--- src/hdl/amd_pkg.sv ---
`timescale 1ns / 1ps
// Shared types and constants of the adjacency matrix DFS unit.
// Used by every module of the block; depends on nothing.
package amd_pkg;

    localparam int VERT_W        = 5;   // vertex field width
    localparam int NEXT_W        = 6;   // scan index and count width
    localparam int CMD_W         = 2;
    localparam int STACK_SLOTS   = 32;
    localparam int STACK_AW      = 5;
    localparam int RESULT_LIMIT  = 32;
    localparam int APB_AW        = 3;
    localparam int APB_DW        = 32;
    localparam int VCOUNT_RESET  = 32;

    localparam logic [CMD_W-1:0] CMD_ADD_EDGE = 2'd0;
    localparam logic [CMD_W-1:0] CMD_TRAVERSE = 2'd1;
    localparam logic [CMD_W-1:0] CMD_CLEAR    = 2'd2;

    localparam logic REG_VERTEX_COUNT = 1'b0;  // paddr[2] of the only register

    typedef enum logic [2:0] {
        S_IDLE,
        S_EDGE_RD,
        S_EDGE_WA,
        S_EDGE_WB,
        S_ROW,
        S_SCAN,
        S_POP,
        S_DONE
    } t_state;

    typedef struct packed {
        logic              found;
        logic [NEXT_W-1:0] index;
    } t_scan;

endpackage

--- src/hdl/amd_cmd_if.sv ---
`timescale 1ns / 1ps
// Command channel of the DFS unit: valid/ready and one command word.
// Depends on amd_pkg.
interface amd_cmd_if;
    logic                      valid;
    logic                      ready;
    logic [amd_pkg::CMD_W-1:0]  command;
    logic [amd_pkg::VERT_W-1:0] vertex_a;
    logic [amd_pkg::VERT_W-1:0] vertex_b;

    modport source (output valid, command, vertex_a, vertex_b, input ready);
    modport sink   (input valid, command, vertex_a, vertex_b, output ready);
endinterface

--- src/hdl/amd_res_if.sv ---
`timescale 1ns / 1ps
// Result channel of the DFS unit: valid/ready and one visit word.
// Depends on amd_pkg.
interface amd_res_if;
    logic                      valid;
    logic                      ready;
    logic [amd_pkg::VERT_W-1:0] visited_vertex;
    logic                      last;
    logic                      error;

    modport source (output valid, visited_vertex, last, error, input ready);
    modport sink   (input valid, visited_vertex, last, error, output ready);
endinterface

--- src/hdl/amd_scan.sv ---
`timescale 1ns / 1ps
// Neighbor search: lowest unvisited neighbor at or above a start index.
// Depends on amd_pkg.
module amd_scan #(
    parameter int MAX_VERTICES = 32
) (
    input  logic [MAX_VERTICES-1:0]                   i_row,
    input  logic [MAX_VERTICES-1:0]                   i_visited,
    input  logic [amd_pkg::NEXT_W-1:0]                i_from,
    input  logic [$clog2(MAX_VERTICES+1)-1:0]         i_count,
    output amd_pkg::t_scan                            o_scan
);

    logic [MAX_VERTICES-1:0] w_cand;

    always_comb begin
        for (int k = 0; k < MAX_VERTICES; k++) begin
            w_cand[k] = i_row[k] && !i_visited[k]
                        && (k >= int'(i_from)) && (k < int'(i_count));
        end
    end

    always_comb begin
        o_scan.found = |w_cand;
        o_scan.index = '0;
        for (int k = MAX_VERTICES - 1; k >= 0; k--) begin
            if (w_cand[k]) begin
                o_scan.index = amd_pkg::NEXT_W'(k);
            end
        end
    end

endmodule

--- src/hdl/adjacency_matrix_dfs_unit.sv ---
`timescale 1ns / 1ps
// Depth-first search over a bit adjacency matrix held in on-chip memory.
// Channels: i_cmd takes command words (add edge, traverse, clear), o_res
// gives visit words; both are valid/ready. An APB-style port holds the
// vertex_count register at address 0.
// One command is worked at a time. Add edge passes through S_EDGE_RD, S_EDGE_WA
// and S_EDGE_WB before the next ready; clear completes in S_IDLE. A traverse
// from a valid start gives one word per visited vertex in DFS order, the final
// one with last set; each newly found vertex passes through S_ROW and S_SCAN
// and each backtrack through S_POP, S_ROW and S_SCAN, with one matrix row read
// per scan step. A bad start gives a single error word from S_DONE.
// Results pass through a pending word and an output register, so the walk runs
// on while a word waits; when the receiver stalls the walk holds at its next
// find until the output register frees. Reset clears the matrix (row valid
// bits), the walk state and the output, and sets vertex_count to 32.
// Depends on amd_pkg, amd_cmd_if, amd_res_if and amd_scan.
module adjacency_matrix_dfs_unit #(
    parameter int MAX_VERTICES = 32
) (
    input  logic                                i_clk,
    input  logic                                i_rst_n,
    amd_cmd_if.sink                             i_cmd,
    amd_res_if.source                           o_res,
    input  logic                                psel,
    input  logic                                penable,
    input  logic                                pwrite,
    input  logic [amd_pkg::APB_AW-1:0]          paddr,
    input  logic [amd_pkg::APB_DW-1:0]          pwdata,
    output logic [amd_pkg::APB_DW-1:0]          prdata,
    output logic                                pready
);

    localparam int VW = $clog2(MAX_VERTICES);
    localparam int CW = $clog2(MAX_VERTICES + 1);
    localparam int NW = amd_pkg::NEXT_W;
    localparam int SW = VW + NW;

    amd_pkg::t_state r_state, n_state;

    logic [NW-1:0]           r_vcount;
    logic [CW-1:0]           w_n;
    logic [amd_pkg::VERT_W-1:0] r_a, r_b;

    logic [MAX_VERTICES-1:0] r_rows_mem [MAX_VERTICES];
    logic [MAX_VERTICES-1:0] r_rows_ok, n_rows_ok;
    logic [MAX_VERTICES-1:0] r_row_q;
    logic                    r_row_ok_q;
    logic [MAX_VERTICES-1:0] w_row;
    logic                    w_row_we;
    logic [VW-1:0]           w_row_waddr, w_row_raddr;
    logic [MAX_VERTICES-1:0] w_row_wdata;

    logic [SW-1:0]           r_stk_mem [amd_pkg::STACK_SLOTS];
    logic [SW-1:0]           r_stk_q;
    logic                    w_stk_we;
    logic [amd_pkg::STACK_AW-1:0] w_stk_waddr, w_stk_raddr;
    logic [SW-1:0]           w_stk_wdata;

    logic [MAX_VERTICES-1:0] r_visited, n_visited;
    logic [VW-1:0]           r_top_v, n_top_v;
    logic [NW-1:0]           r_top_next, n_top_next;
    logic [NW-1:0]           r_depth, n_depth;
    logic [NW-1:0]           r_cnt, n_cnt;

    logic                    r_pend_valid, n_pend_valid;
    logic [NW-1:0]           r_pend_v, n_pend_v;
    logic                    r_pend_err, n_pend_err;

    logic                    r_out_valid, n_out_valid;
    logic [amd_pkg::VERT_W-1:0] r_out_v, n_out_v;
    logic                    r_out_last, n_out_last;
    logic                    r_out_err, n_out_err;

    logic                    w_accept, w_can_flush, w_cfg_we;
    logic                    w_a_ok, w_b_ok;
    logic [MAX_VERTICES-1:0] w_bit_a, w_bit_b, w_bit_j;
    amd_pkg::t_scan          w_scan;

    // Configuration port
    assign pready   = 1'b1;
    assign w_cfg_we = psel && penable && pwrite
                      && (paddr[2] == amd_pkg::REG_VERTEX_COUNT);
    assign prdata   = (paddr[2] == amd_pkg::REG_VERTEX_COUNT)
                      ? amd_pkg::APB_DW'(r_vcount) : '0;

    always_ff @(posedge i_clk) begin
        if (!i_rst_n) begin
            r_vcount <= NW'(amd_pkg::VCOUNT_RESET);
        end else if (w_cfg_we) begin
            r_vcount <= pwdata[NW-1:0];
        end
    end

    assign w_n = (int'(r_vcount) > MAX_VERTICES) ? CW'(MAX_VERTICES) : CW'(r_vcount);

    assign w_accept     = i_cmd.valid && i_cmd.ready;
    assign i_cmd.ready  = (r_state == amd_pkg::S_IDLE);
    assign w_can_flush  = !r_out_valid || o_res.ready;
    assign w_a_ok       = int'(i_cmd.vertex_a) < int'(w_n);
    assign w_b_ok       = int'(i_cmd.vertex_b) < int'(w_n);
    assign w_row        = r_row_ok_q ? r_row_q : '0;

    assign o_res.valid          = r_out_valid;
    assign o_res.visited_vertex = r_out_v;
    assign o_res.last           = r_out_last;
    assign o_res.error          = r_out_err;

    amd_scan #(
        .MAX_VERTICES (MAX_VERTICES)
    ) u_scan (
        .i_row     (w_row),
        .i_visited (r_visited),
        .i_from    (r_top_next),
        .i_count   (w_n),
        .o_scan    (w_scan)
    );

    always_comb begin
        w_bit_a = '0;
        w_bit_b = '0;
        w_bit_j = '0;
        w_bit_a[VW'(r_a)]          = 1'b1;
        w_bit_b[VW'(r_b)]          = 1'b1;
        w_bit_j[VW'(w_scan.index)] = 1'b1;
    end

    // Matrix memory
    always_ff @(posedge i_clk) begin
        if (w_row_we) begin
            r_rows_mem[w_row_waddr] <= w_row_wdata;
        end
        r_row_q    <= r_rows_mem[w_row_raddr];
        r_row_ok_q <= r_rows_ok[w_row_raddr];
    end

    // Stack memory
    always_ff @(posedge i_clk) begin
        if (w_stk_we) begin
            r_stk_mem[w_stk_waddr] <= w_stk_wdata;
        end
        r_stk_q <= r_stk_mem[w_stk_raddr];
    end

    always_ff @(posedge i_clk) begin
        if (!i_rst_n) begin
            r_state      <= amd_pkg::S_IDLE;
            r_rows_ok    <= '0;
            r_pend_valid <= 1'b0;
            r_out_valid  <= 1'b0;
            r_depth      <= '0;
            r_cnt        <= '0;
        end else begin
            r_state      <= n_state;
            r_rows_ok    <= n_rows_ok;
            r_pend_valid <= n_pend_valid;
            r_out_valid  <= n_out_valid;
            r_depth      <= n_depth;
            r_cnt        <= n_cnt;
        end
        if (w_accept) begin
            r_a <= i_cmd.vertex_a;
            r_b <= i_cmd.vertex_b;
        end
        r_visited  <= n_visited;
        r_top_v    <= n_top_v;
        r_top_next <= n_top_next;
        r_pend_v   <= n_pend_v;
        r_pend_err <= n_pend_err;
        r_out_v    <= n_out_v;
        r_out_last <= n_out_last;
        r_out_err  <= n_out_err;
    end

    always_comb begin
        n_state      = r_state;
        n_rows_ok    = r_rows_ok;
        n_visited    = r_visited;
        n_top_v      = r_top_v;
        n_top_next   = r_top_next;
        n_depth      = r_depth;
        n_cnt        = r_cnt;
        n_pend_valid = r_pend_valid;
        n_pend_v     = r_pend_v;
        n_pend_err   = r_pend_err;
        n_out_valid  = r_out_valid && !o_res.ready;
        n_out_v      = r_out_v;
        n_out_last   = r_out_last;
        n_out_err    = r_out_err;
        w_row_we     = 1'b0;
        w_row_waddr  = VW'(r_a);
        w_row_wdata  = w_row;
        w_row_raddr  = r_top_v;
        w_stk_we     = 1'b0;
        w_stk_waddr  = amd_pkg::STACK_AW'(r_depth - 1'b1);
        w_stk_wdata  = {r_top_v, NW'(w_scan.index + 1'b1)};
        w_stk_raddr  = amd_pkg::STACK_AW'(r_depth - 2'd2);

        unique case (r_state)
            amd_pkg::S_IDLE: begin
                if (w_accept) begin
                    unique case (i_cmd.command)
                        amd_pkg::CMD_ADD_EDGE: begin
                            if (w_a_ok && w_b_ok) begin
                                n_state = amd_pkg::S_EDGE_RD;
                            end
                        end
                        amd_pkg::CMD_TRAVERSE: begin
                            n_pend_valid = 1'b1;
                            if (w_a_ok) begin
                                n_visited                       = '0;
                                n_visited[VW'(i_cmd.vertex_a)]  = 1'b1;
                                n_top_v      = VW'(i_cmd.vertex_a);
                                n_top_next   = '0;
                                n_depth      = NW'(1);
                                n_cnt        = NW'(1);
                                n_pend_v     = NW'(i_cmd.vertex_a);
                                n_pend_err   = 1'b0;
                                n_state      = amd_pkg::S_ROW;
                            end else begin
                                n_pend_v     = '0;
                                n_pend_err   = 1'b1;
                                n_state      = amd_pkg::S_DONE;
                            end
                        end
                        amd_pkg::CMD_CLEAR: begin
                            n_rows_ok = '0;
                        end
                        default: begin
                        end
                    endcase
                end
            end
            amd_pkg::S_EDGE_RD: begin
                w_row_raddr = VW'(r_a);
                n_state     = amd_pkg::S_EDGE_WA;
            end
            amd_pkg::S_EDGE_WA: begin
                w_row_we                 = 1'b1;
                w_row_waddr              = VW'(r_a);
                w_row_wdata              = w_row | w_bit_b;
                n_rows_ok[VW'(r_a)]      = 1'b1;
                w_row_raddr              = VW'(r_b);
                n_state                  = amd_pkg::S_EDGE_WB;
            end
            amd_pkg::S_EDGE_WB: begin
                w_row_we                 = 1'b1;
                w_row_waddr              = VW'(r_b);
                w_row_wdata              = w_row | w_bit_a;
                n_rows_ok[VW'(r_b)]      = 1'b1;
                n_state                  = amd_pkg::S_IDLE;
            end
            amd_pkg::S_ROW: begin
                n_state = amd_pkg::S_SCAN;
            end
            amd_pkg::S_SCAN: begin
                if (w_scan.found) begin
                    if ((int'(r_cnt) < amd_pkg::RESULT_LIMIT)
                            && (int'(r_depth) < amd_pkg::STACK_SLOTS)) begin
                        if (w_can_flush) begin
                            n_out_valid = 1'b1;
                            n_out_v     = r_pend_v[amd_pkg::VERT_W-1:0];
                            n_out_last  = 1'b0;
                            n_out_err   = r_pend_err;
                            n_pend_v    = w_scan.index;
                            n_pend_err  = 1'b0;
                            w_stk_we    = 1'b1;
                            n_top_v     = VW'(w_scan.index);
                            n_top_next  = '0;
                            n_depth     = r_depth + 1'b1;
                            n_cnt       = r_cnt + 1'b1;
                            n_visited   = r_visited | w_bit_j;
                            w_row_raddr = VW'(w_scan.index);
                            n_state     = amd_pkg::S_ROW;
                        end
                    end else begin
                        n_depth = '0;
                        n_state = amd_pkg::S_DONE;
                    end
                end else if (r_depth == NW'(1)) begin
                    n_depth = '0;
                    n_state = amd_pkg::S_DONE;
                end else begin
                    n_depth = r_depth - 1'b1;
                    n_state = amd_pkg::S_POP;
                end
            end
            amd_pkg::S_POP: begin
                n_top_v    = r_stk_q[SW-1:NW];
                n_top_next = r_stk_q[NW-1:0];
                n_state    = amd_pkg::S_ROW;
            end
            amd_pkg::S_DONE: begin
                if (w_can_flush) begin
                    n_out_valid  = 1'b1;
                    n_out_v      = r_pend_v[amd_pkg::VERT_W-1:0];
                    n_out_last   = 1'b1;
                    n_out_err    = r_pend_err;
                    n_pend_valid = 1'b0;
                    n_state      = amd_pkg::S_IDLE;
                end
            end
            default: begin
                n_state = amd_pkg::S_IDLE;
            end
        endcase
    end

endmodule

--- src/flat_wrapper.sv ---
// flat-port wrapper written by rule: the top's interface ports become plain ports
module adjacency_matrix_dfs_unit_flat 
#(
    parameter int MAX_VERTICES = 32
)
  (i_clk, i_rst_n, psel, penable, pwrite, paddr, pwdata, prdata, pready, i_cmd_valid, i_cmd_command, i_cmd_vertex_a, i_cmd_vertex_b, i_cmd_ready, o_res_valid, o_res_visited_vertex, o_res_last, o_res_error, o_res_ready);
  amd_cmd_if i_cmd_i ();
  amd_res_if o_res_i ();
  input  logic i_clk;
  input  logic i_rst_n;
  input  logic psel;
  input  logic penable;
  input  logic pwrite;
  input  logic [amd_pkg::APB_AW-1:0] paddr;
  input  logic [amd_pkg::APB_DW-1:0] pwdata;
  output logic [amd_pkg::APB_DW-1:0] prdata;
  output logic pready;
  input wire logic [$bits(i_cmd_i.valid)-1:0] i_cmd_valid;
  input wire logic [$bits(i_cmd_i.command)-1:0] i_cmd_command;
  input wire logic [$bits(i_cmd_i.vertex_a)-1:0] i_cmd_vertex_a;
  input wire logic [$bits(i_cmd_i.vertex_b)-1:0] i_cmd_vertex_b;
  output wire logic [$bits(i_cmd_i.ready)-1:0] i_cmd_ready;
  output wire logic [$bits(o_res_i.valid)-1:0] o_res_valid;
  output wire logic [$bits(o_res_i.visited_vertex)-1:0] o_res_visited_vertex;
  output wire logic [$bits(o_res_i.last)-1:0] o_res_last;
  output wire logic [$bits(o_res_i.error)-1:0] o_res_error;
  input wire logic [$bits(o_res_i.ready)-1:0] o_res_ready;
  assign i_cmd_i.valid = i_cmd_valid;
  assign i_cmd_i.command = i_cmd_command;
  assign i_cmd_i.vertex_a = i_cmd_vertex_a;
  assign i_cmd_i.vertex_b = i_cmd_vertex_b;
  assign i_cmd_ready = i_cmd_i.ready;
  assign o_res_valid = o_res_i.valid;
  assign o_res_visited_vertex = o_res_i.visited_vertex;
  assign o_res_last = o_res_i.last;
  assign o_res_error = o_res_i.error;
  assign o_res_i.ready = o_res_ready;
  adjacency_matrix_dfs_unit #(.MAX_VERTICES(MAX_VERTICES)) u_core (.i_clk(i_clk), .i_rst_n(i_rst_n), .i_cmd(i_cmd_i), .o_res(o_res_i), .psel(psel), .penable(penable), .pwrite(pwrite), .paddr(paddr), .pwdata(pwdata), .prdata(prdata), .pready(pready));
endmodule
--- config.mk ---
export PLATFORM = sky130hd
export DESIGN_NAME = adjacency_matrix_dfs_unit_flat
export DESIGN_NICKNAME = d
export VERILOG_FILES = /design/src/hdl/amd_pkg.sv /design/src/hdl/amd_cmd_if.sv /design/src/hdl/amd_res_if.sv /design/src/hdl/amd_scan.sv /design/src/hdl/adjacency_matrix_dfs_unit.sv /design/src/flat_wrapper.sv
export SDC_FILE = /design/constraint.sdc
export NUM_CORES = 2
export LEC_CHECK = 0
export BUFFER_PORTS_ARGS = -buffer_cell sky130_fd_sc_hd__buf_2
export CAP_MARGIN = 25
export CORE_ASPECT_RATIO = 0.5
export CORE_MARGIN = 3
export CORE_UTILIZATION = 53
export DETAILED_ROUTE_END_ITERATION = 7
export GPL_ROUTABILITY_DRIVEN = 0
export PLACE_DENSITY = 0.72
export SETUP_SLACK_MARGIN = 0.1
export SLEW_MARGIN = 40
export SYNTH_ARGS = -nofsm -noshare
export SYNTH_HDL_FRONTEND = slang
export SYNTH_SLANG_ARGS = --single-unit
--- constraint.sdc ---
create_clock -name i_clk -period 5.6 [get_ports i_clk]
set_clock_uncertainty 0.1 [all_clocks]
set_input_delay 1.68 -clock i_clk [delete_from_list [all_inputs] [get_ports i_clk]]
set_output_delay 1.68 -clock i_clk [all_outputs]
set_load 0.005 [all_outputs]
==> results_dict.tcl <==
set metrics [dict create \
    synthCells 3879 \
    antenna_found_initial 1 \
    first_iter_violations 5962 \
    cts_setup_buffers 0 \
    hold_viol 0 \
    yosysWarningCount 0 \
    initial_core_util 0.5375 \
    cts_tree "done" \
    rsz0062_at_grt "false" \
    n_antenna_cell 0 \
    r2r_start "u_core.r_vcount[4]$_SDFFE_PN0P_" \
    final_nets 4076 \
    dp_slack_ps 443.7 \
    drive_above_1_share 0.1959 \
    syn-mean-instance-area_sq_um 16.07 \
    end_kind "flop" \
    synth_edf_count 1442 \
    tns_ps 0 \
    dp_hpwl_um 98380 \
    ir_worst_vdd_v 0.0003432 \
    dieWidth_um 491.0 \
    rows 88 \
    worstPathRequired_ps 6160 \
    hold_slack_ps 324.3 \
    drc 1 \
    grt_max_degree 101 \
    overflow 0 \
    slew_viol_final 0 \
    synth_top_flop_cell "edfxtp_1" \
    cts_hold_buf 0 \
    violations "DRC" \
    setup_slack_ps 237.9 \
    ios 96 \
    cp.arrival_ps 5920 \
    routed_wl_um 167200 \
    r2r-end "u_core.r_row_q[30]$_DFF_P_" \
    root_buffer "clkbuf_16" \
    setup_violations 0 \
    fillers 8126 \
    final_cells 5680 \
    ant_nets 0 \
    crit_path_start "u_core.r_vcount[4]$_SDFFE_PN0P_" \
    crit_path_end "u_core.r_row_q[30]$_DFF_P_" \
    vias 37670 \
    area_delta_synth_final_pct 12.84 \
    status "complete, but fails checks" \
    grt_pass1_wl_um 245900 \
    grt_util_all_layers 0.2724 \
    slew_headroom 0.3866 \
    die_h_um 248.5 \
    cts_max_level 4 \
    r2r_setup_slack_ps 240 \
    worst_pin_slew_ps 913.1 \
    start_kind "flop" \
    async_reset_ff_frac 0 \
    avgRoutedWirePerCell_um 29.44 \
    netlist_area_sq_um 62320 \
    clk_path_buf_depth 3 \
    core-area_sq_um 115900 \
    grt_pass1_vias 36480 \
    clk_pin_slew_ps 70 \
    p_leak_nw 22.83 \
    cellPowerDensity_nw_per_um2 453.6 \
    cts_made_buffers 133 \
    min_path_type "flop to flop" \
    ys_ff_latch 1540 \
    min_period_ps 5362 \
    criticalPathCategory "flop to flop" \
    synth_cell_types 92 \
    utilization 0.6065 \
    finalCritPeriodShare 0.9575 \
    port_buffers 40 \
    via_per_inst 6.633 \
    max_cap_violations 0 \
    clock.fmax_ghz 0.1865 \
    ys_seq_area_frac 0.7263 \
    dp.cells 5439 \
    clkLatencyLatePin_ps 790 \
    cts.sinks 1540 \
    ff2ff_path_depth 16 \
    dr.pass1.iters 8 \
    dieArea_sq_um 122000 \
    worstPathMaxFanout 24 \
]
[stage by stage]
stage	cell area [sq um]	total power [mW]
finish	70320	31.90
global route	70320	32.97
CTS	70280	31.83
detailed placement	65880	22.55
global placement	65710	22.28
floorplan	62420	19.44
[how the worst min path moves through the flow]
stage                                    startpoint                                        to  slack, ps  depth (start not counted)
floorplan           u_core.r_pend_err$_SDFFCE_PP0P_              u_core.o_res.error$_DFFE_PP_        300                          0
global route           u_core.r_pend_v[4]$_DFFE_PP_  u_core.o_res.visited_vertex[4]$_DFFE_PP_        330                          0
CTS                    u_core.r_pend_v[2]$_DFFE_PP_  u_core.o_res.visited_vertex[2]$_DFFE_PP_        330                          0
detailed placement     u_core.r_pend_v[2]$_DFFE_PP_  u_core.o_res.visited_vertex[2]$_DFFE_PP_        310                          0
finish                 u_core.r_pend_v[2]$_DFFE_PP_  u_core.o_res.visited_vertex[2]$_DFFE_PP_        320                          0
global placement    u_core.r_pend_err$_SDFFCE_PP0P_              u_core.o_res.error$_DFFE_PP_        310                          0
[worst max-delay path: stages, from the launching register on]
cell and delay (ps):
dfxtp_1 580, buf_4 300, nor3_2 350, or4_1 220, a2bb2oi_1 420, and4bb_4 330
nand4b_1 210, o311ai_2 620, o32ai_2 190, buf_4 180, nor2_4 330, buf_4 460
buf_4 250, a21oi_1 50, a211oi_1 300, a211oi_1 80, o2111ai_1 270
[cells by family (layout without fill, tap and decap cells)]
group | Yosys count | after routing | share of synthesized area
flops | 1540 | 1540 | 0.7263
simple gates | 959 | 959 | 0.07083
compound gates | 786 | 786 | 0.08420
buf+inv | 294 | 495 | 0.02162
mux | 266 | 266 | 0.09119
fa+ha+maj | 21 | 21 | 0.004216
xor+xnor | 11 | 11 | 0.001546
other cells | 2 | 27 | 0.0001205
[registers in the layout, indices dropped and copies added (netlist names), 6 cells and up]
signal / flops
u_core.r_rows_mem: 1024
u_core.r_stk_mem: 352
u_core.r_row_q: 32
u_core.r_rows_ok: 32
u_core.r_visited: 32
u_core.r_stk_q: 11
u_core.r_cnt: 6
u_core.r_depth: 6
u_core.r_top_next: 6
u_core.r_vcount: 6
[what timing repair did]
action	in CTS	in global routing
setup endpoints to repair	0	2
gates resized for setup	0	2
hold endpoints to repair	0	0
[Yosys cell counts (22+ instances only)]
cell type | instances | area, sq um
nand2_1 | 436 | 1637
edfxtp_1 | 1442 | 43300
buf_1 | 24 | 90.09
buf_4 | 35 | 262.8
mux4_2 | 240 | 5405
inv_1 | 24 | 90.09
a31oi_1 | 22 | 137.6
o21ai_0 | 44 | 220.2
dfxtp_1 | 98 | 1962
a21oi_1 | 265 | 1326
a22oi_1 | 78 | 585.6
buf_2 | 78 | 390.4
o2111ai_1 | 34 | 297.8
clkbuf_1 | 131 | 491.7
o221ai_1 | 27 | 236.5
nor2_1 | 192 | 720.7
nor3_1 | 27 | 135.1
nand3_1 | 92 | 460.4
a211oi_1 | 177 | 1329
o22ai_1 | 41 | 256.5
and3_1 | 69 | 431.7
nor2b_1 | 32 | 200.2
[layout make-up]
| cell class | instances | area (sq um) | share of cell area |
|---|---|---|---|
| flip-flops and latches | 1540 | 45270 | 0.6438 |
| multi-input cells | 2070 | 16450 | 0.2339 |
| clock buffers | 172 | 3735 | 0.05311 |
| repair buffers | 232 | 2136 | 0.03037 |
| well taps | 1575 | 1971 | 0.02802 |
| clock inverters | 67 | 668.1 | 0.009501 |
| inverters | 24 | 90.09 | 0.001281 |
[where the power goes]
part / switching (mW) / internal, mW / total, mW
sequential: 0.452 / 13.8 / 14.3
clock: 4.16 / 5.21 / 9.36
combinational: 5.54 / 2.70 / 8.24
total: 10.1 / 21.7 / 31.9
[routing by layer]
layer,GRT usage,share of wire,wire (um),vias to the layer above
met5,0,0,0,-
met4,0.1200,0.045,7521,0
met3,0.06463,0.12,20450,442
met2,0.4060,0.45,75520,2600
met1,0.3869,0.38,63760,19010
li1,-,-,-,15620
[cell usage in the layout, fill, tap and decap left out, types with 34 or more instances in the layout]
cell type,netlist,final
a211oi_1,177,177
a21oi_1,265,264
a22oi_1,78,78
and3_1,69,69
buf_12,0,34
buf_2,78,40
buf_4,35,149
clkbuf_16,0,141
dfxtp_1,98,95
edfxtp_1,1442,1442
mux4_2,240,240
nand2_1,436,434
nand3_1,92,90
nor2_1,192,157
nor2_4,0,35
o2111ai_1,34,34
o21ai_0,44,44
o22ai_1,41,41
Power figures use the tool's default switching activity.
